$ cat config.mk
export PLATFORM = sky130hd
export DESIGN_NAME = svt_ctrl
export DESIGN_NICKNAME = d
export VERILOG_FILES = /design/src/rtl/core/svt_pkg.sv /design/src/rtl/core/svt_ctrl.sv
export SDC_FILE = /design/constraint.sdc
export NUM_CORES = 1
export LEC_CHECK = 0
export ABC_AREA = 1
export BUFFER_PORTS_ARGS = -buffer_cell sky130_fd_sc_hd__buf_2
export CORE_AREA = 4 4 41 43
export CTS_CLUSTER_SIZE = 12
export DETAILED_ROUTE_END_ITERATION = 16
export DIE_AREA = 0 0 45 47
export PLACE_DENSITY = 0.71
export SYNTH_ARGS = -nofsm -noshare
export SYNTH_HDL_FRONTEND = slang
export SYNTH_SLANG_ARGS = --single-unit
$ cat constraint.sdc
create_clock -name clk_i -period 2.5 [get_ports clk_i]
set_clock_uncertainty 0.15 [all_clocks]
set_input_delay 0.5 -clock clk_i [delete_from_list [all_inputs] [get_ports clk_i]]
set_output_delay 0.5 -clock clk_i [all_outputs]
set_load 0.05 [all_outputs]
$ cat src/rtl/core/svt_pkg.sv
`default_nettype none
// ----------------------------------------------------------------------------
// svt_pkg: shared types and constants of the Sauvola window threshold
// Datapath operation codes, controller status group, register indexes and
// reset values of the configuration registers.
// ----------------------------------------------------------------------------
package svt_pkg;

  localparam int DEF_MAX_WIDTH = 2048;
  localparam int DEF_MAX_HALF  = 12;

  localparam logic [11:0] RST_WIDTH  = 12'd640;
  localparam logic [15:0] RST_HEIGHT = 16'd480;
  localparam logic [3:0]  RST_HALF   = 4'd12;
  localparam logic [7:0]  RST_K      = 8'd128;

  localparam logic MODE_FLUSH = 1'b1;

  typedef enum logic [1:0] {
    CFG_WIDTH  = 2'd0,
    CFG_HEIGHT = 2'd1,
    CFG_HALF   = 2'd2,
    CFG_K      = 2'd3
  } cfg_idx_e;

  typedef enum logic [3:0] {
    OP_NONE,
    OP_WRITE,
    OP_RD_CTR,
    OP_LATCH_PX,
    OP_SWEEP_INIT,
    OP_SWEEP,
    OP_MUL,
    OP_DIFF,
    OP_SQRT,
    OP_DIV,
    OP_KT,
    OP_F,
    OP_RHS,
    OP_CMP,
    OP_OUT
  } dp_op_e;

  typedef struct packed {
    logic pend_over;
    logic pend_zero;
    logic border;
    logic sweep_last;
    logic pipe_empty;
    logic iter_zero;
    logic out_free;
  } svt_status_t;

endpackage
`default_nettype wire

$ cat src/rtl/core/svt_ctrl.sv
`default_nettype none
// ----------------------------------------------------------------------------
// svt_ctrl: sequencing controller
// Takes input transfers and steps the datapath through line store access,
// window sweep, square root, division, threshold test and result load.
// ----------------------------------------------------------------------------
module svt_ctrl
  import svt_pkg::*;
(
  input  wire logic        clk_i,
  input  wire logic        rst_ni,
  input  wire logic        s_tvalid_i,
  input  wire logic        s_tuser_i,
  output logic             s_tready_o,
  output dp_op_e           op_o,
  input  wire svt_status_t st_i
);

  typedef enum logic [3:0] {
    ST_IDLE, ST_CHECK, ST_RD_CTR, ST_LATCH, ST_INIT, ST_SWEEP, ST_DRAIN,
    ST_MUL, ST_DIFF, ST_SQRT, ST_DIV, ST_KT, ST_F, ST_RHS, ST_CMP, ST_OUT
  } state_e;

  state_e state_q, state_d;

  always_comb begin
    state_d    = state_q;
    op_o       = OP_NONE;
    s_tready_o = 1'b0;
    unique case (state_q)
      ST_IDLE: begin
        s_tready_o = 1'b1;
        if (s_tvalid_i) begin
          if (s_tuser_i != MODE_FLUSH) begin
            op_o    = OP_WRITE;
            state_d = ST_CHECK;
          end else if (!st_i.pend_zero) begin
            state_d = ST_RD_CTR;
          end
        end
      end
      ST_CHECK: state_d = st_i.pend_over ? ST_RD_CTR : ST_IDLE;
      ST_RD_CTR: begin
        op_o    = OP_RD_CTR;
        state_d = ST_LATCH;
      end
      ST_LATCH: begin
        op_o    = OP_LATCH_PX;
        state_d = st_i.border ? ST_OUT : ST_INIT;
      end
      ST_INIT: begin
        op_o    = OP_SWEEP_INIT;
        state_d = ST_SWEEP;
      end
      ST_SWEEP: begin
        op_o = OP_SWEEP;
        if (st_i.sweep_last) begin
          state_d = ST_DRAIN;
        end
      end
      ST_DRAIN: begin
        if (st_i.pipe_empty) begin
          state_d = ST_MUL;
        end
      end
      ST_MUL: begin
        op_o    = OP_MUL;
        state_d = ST_DIFF;
      end
      ST_DIFF: begin
        op_o    = OP_DIFF;
        state_d = ST_SQRT;
      end
      ST_SQRT: begin
        op_o = OP_SQRT;
        if (st_i.iter_zero) begin
          state_d = ST_DIV;
        end
      end
      ST_DIV: begin
        op_o = OP_DIV;
        if (st_i.iter_zero) begin
          state_d = ST_KT;
        end
      end
      ST_KT: begin
        op_o    = OP_KT;
        state_d = ST_F;
      end
      ST_F: begin
        op_o    = OP_F;
        state_d = ST_RHS;
      end
      ST_RHS: begin
        op_o    = OP_RHS;
        state_d = ST_CMP;
      end
      ST_CMP: begin
        op_o    = OP_CMP;
        state_d = ST_OUT;
      end
      ST_OUT: begin
        if (st_i.out_free) begin
          op_o    = OP_OUT;
          state_d = ST_IDLE;
        end
      end
      default: state_d = ST_IDLE;
    endcase
  end

  always_ff @(posedge clk_i or negedge rst_ni) begin
    if (!rst_ni) begin
      state_q <= ST_IDLE;
    end else begin
      state_q <= state_d;
    end
  end

endmodule
`default_nettype wire

# Word-level counts from Yosys, hierarchy flattened
# Index checks and enable logic that the tools add are counted.
# classes
n_reduce_logical	2
n_eq_ne	22
muxes	16
# op_table
cell	count
4-bit one-hot mux with 16 select lines	1
4-bit one-hot mux with 14 select lines	1
4-bit two-way mux	10
4-bit equality test, second input constant	8
4-bit by 3-bit equality test with 1-bit output, second input constant	4
2-bit inequality test, second input constant	6
4-bit by 2-bit equality test with 1-bit output, second input constant	2
7-bit AND reduction	1
4-bit by 1-bit equality test with 1-bit output, second input constant	1
4-bit zero test	1
1-bit two-way mux	3
3-bit inequality test, second input constant	1
2-bit two-way mux	1
# word_totals
output_inout_bits	5
elab_cells	41
reg_bits	4

# Logic depth before layout (Yosys ltp)
# logic_depth
depth_word	4
ltp_mapped	9
depth_no_buf	8

# Least setup slack after synthesis
# OpenSTA, ideal clock, no wires.
# synth_path
kind	register -> output
startpoint	register state_q[0]
endpoint	output port op_o[0]
t_arrival_ns	1.977
t_required_ns	1.850
setup_slack_ns	-0.127
stages_incl_launch_ff	7
path_buffers	1
path_cell_list	dfrtp_1 -> buf_2 -> inv_2 -> nand2_1 -> nor2_1 -> nand3b_1 -> o2111ai_1
# synth_via
elab_chain_len	2
# synth_lines
element	line	source
from (decl)	svt_ctrl.sv:24	state_e state_q, state_d;
from (signal assigned)	svt_ctrl.sv:116	state_q <= state_d;
4-bit equality test (tied with other cells)	svt_ctrl.sv:30	unique case (state_q)
4-bit one-hot mux with 14 select lines *	svt_ctrl.sv:30	
to (decl)	svt_ctrl.sv:15	output dp_op_e op_o,
# Every way passes the cells marked *; elsewhere a longest branch is shown, timed or not.

# Worst setup path after layout
# layout_path
startpoint	register state_q[0]
endpoint	output port op_o[2]
# The elaborated chain is that of the path after synthesis.

==> summary.txt <==
Outcome
  – Outcome: completed

Cells and area
  – Most frequent cells in the layout: 33 x nand2_1, 15 x buf_2, 8 x nor2_1, 7 x inv_1, 6 x nand3_1
  – N_diodes: 0
  – Fillers: between 100 and 150
  – Biggest regs: state_q: 4 flops
  – Most common cell after layout, fill and taps aside: nand2_1
  – Layout net count: ~120
  – Layout cells sized above 1: between 20% and 30%
  – Final Instance Area: around 600 sq um
  – Max reg flops: 4
  – Largest Register: state_q
  – Synth-to-layout area growth: 26.0%

STA
  – Setup slack after layout: 0.225 ns
  – Minimum clock period: between 2 and 2.5 ns
  – Final hold violations: 0
  – Slew margin rel.: 78.0%
  – WHS: 0.433 ns
  – RSZ-0062 raised after global routing: false
  – Setup violators final: 0
  – Final worst path period share: 91.0%
  – Final Max Tran Viols: 0
  – Tightest Pin Transition: 0.328 ns
  – Setup TNS: 0 ns
  – Achievable Freq: 440 MHz

Synthesis
  – Post-synthesis share of cell area spent on xor and xnor gates: 0%
  – FF+latch count, synth: 4
  – Post-synthesis cell count: between 80 and 90
  – Warning count from the yosys run: 0
  – Cell accounting for the most synthesized area: nand2_1
  – Synth top area cells: nand2_1 26%, dfrtp_1 21%, nor2_1 7.1%
  – Share of the synthesized area in the top cell type: roughly 26%
  – Simple-Gate Fraction of Synth Area: 55.6%
  – Syn nets: 97
  – Synth Area in Compound Gates: 14.4%
  – Mux share of post-synthesis cell area: 0%
  – Register area share after synthesis: 21.0%
  – Synth Area in Adders: 0%
  – Synth cell types: 17
  – Largest family of logic cells by synthesized area: simple AND/OR/NAND/NOR gates
  – Synth Cell Area: 477 sq um
  – Synthesized area per cell: 5.54 sq um

Floorplan
  – FP Rows: 13
  – Die X: around 45 um
  – Initial core utilization: 36.6%
  – IO Pins: 16
  – Full die area: ~2100 sq um
  – Total core area: 1300 sq um
  – Die H: approximately 47 um

Setup path
  – Crit end category: output port
  – Setup CP Type: register to output port
  – Reg2reg start: state_q[0]$_DFFE_PN0P_
  – Worst R2R Path Depth: 8
  – Startpoint class of the critical path: register
  – Crit path capture: op_o[2]
  – Crit path from: state_q[0]$_DFFE_PN0P_
  – Crit path max fanout: 8
  – R2R Path End: state_q[3]$_DFFE_PN0P_
  – Worst endpoint required time: 1.85 ns
  – R2R Setup Slk: 1.00 ns
  – CP Data Arrival Time: 1.62 ns

Routing
  – Drt first-iter violations: 44
  – Drt pass-1 iters: 4
  – Wire length per cell: 11.5 um
  – Post-route ant nets: 0
  – Drt drc: 0
  – Routed vias: 620
  – WL final: 1360 um
  – Via-per-instance ratio: 5.21

Place
  – IO buf count: 15
  – Setup WS pre-CTS: 0.489 ns
  – Post-DP HPWL: ~1100 um
  – GP Congestion: 1.03
  – Placed Area: 568 sq um

GRT
  – Largest net degree at the start of global routing: 9
  – Antenna violations before repair: 0
  – First-pass GRT wire length: 2280 um
  – Global Route Usage Sum: 15.0%
  – GRT overflow: 0
  – Number of global-route vias before repair: 543

CTS
  – Root Buffer: clkbuf_4
  – TritonCTS clock tree: done
  – Inserted Clock Buffers: 3
  – CTS HTree Levels: 1
  – Maximum clock path buffer count: 2
  – Sink Count: 4
  – Post-CTS sizing: 0
  – Clk Latency, worst-skew pair: 0.23 ns
  – Worst-path clk slew: 0.04 ns

Flow run
  – Max-cap viol count: 0

Worst hold path
  – Worst hold path class: register to register
## critical path: stages, from the launching register on
cell	delay (ns)
dfrtp_1	0.48
nand2_1	0.17
nor3_1	0.26
a21oi_1	0.10
o2111ai_1	0.09
buf_2	0.29
## worst min-delay path by stage
stage | start | to | slack (ns) | depth (start not counted)
floorplan | rst_ni | state_q[0]$_DFFE_PN0P_ | 0.05 | 0
global placement | rst_ni | state_q[0]$_DFFE_PN0P_ | 0.15 | 1
detailed placement | rst_ni | state_q[0]$_DFFE_PN0P_ | 0.16 | 1
CTS | state_q[3]$_DFFE_PN0P_ | state_q[3]$_DFFE_PN0P_ | 0.43 | 2
global route | rst_ni | state_q[1]$_DFFE_PN0P_ | 0.45 | 2
finish | state_q[3]$_DFFE_PN0P_ | state_q[3]$_DFFE_PN0P_ | 0.43 | 2
## cell families (layout without fill, tap and decap cells)
family                 Yosys count  count (layout)
DFF                              4               4
AOI/OAI and AO/OA               11              11
buffers and inverters           11              29
and+or+nand+nor                 60              60
## cells in the mapped netlist, drive strengths merged
| master | number |
|---|---|
| a21oi | 2 |
| a22oi | 1 |
| buf | 1 |
| dfrtp | 4 |
| inv | 10 |
| nand2 | 34 |
| nand3 | 6 |
| nand3b | 3 |
| nand4 | 3 |
| nor2 | 13 |
| nor3 | 1 |
| o2111ai | 2 |
| o21ai | 5 |
| o221ai | 1 |
## per-stage QoR
step	cells	utilization, %
5_1_grt	119	46.2
3_5_place_dp	115	43.7
3_3_place_gp	115	43.7
6_report	119	46.2
4_1_cts	119	46.2
2_1_floorplan	86	-
## final cells by class
type / instances / area, sq um / share of cell area (%)
clock buffer: 3 / 22.5 / 3.75
inverter: 10 / 37.5 / 6.25
multi-input combinational: 71 / 337 / 56.0
sequential: 4 / 100 / 16.7
tap: 15 / 18.8 / 3.13
timing repair buffer: 16 / 85.1 / 14.2
## routing by layer
| metal | routed length [um] | global-route usage, % | part of all wire (%) |
|---|---|---|---|
| met5 | 0 | 0 | 0 |
| met4 | 34 | 9.94 | 2.5 |
| met3 | 109 | 3.07 | 8.0 |
| met2 | 669 | 23.2 | 49 |
| met1 | 548 | 18.8 | 40 |
## repair_timing
action | in CTS | in global routing
setup buffers | 0 | 0
endpoints found under the hold margin | 4 | 0
hold buffers | 1 | 0
Power is left out: the tool's default activity adds up to more than one toggle a clock period on the data nets, which glitch-free logic cannot reach.
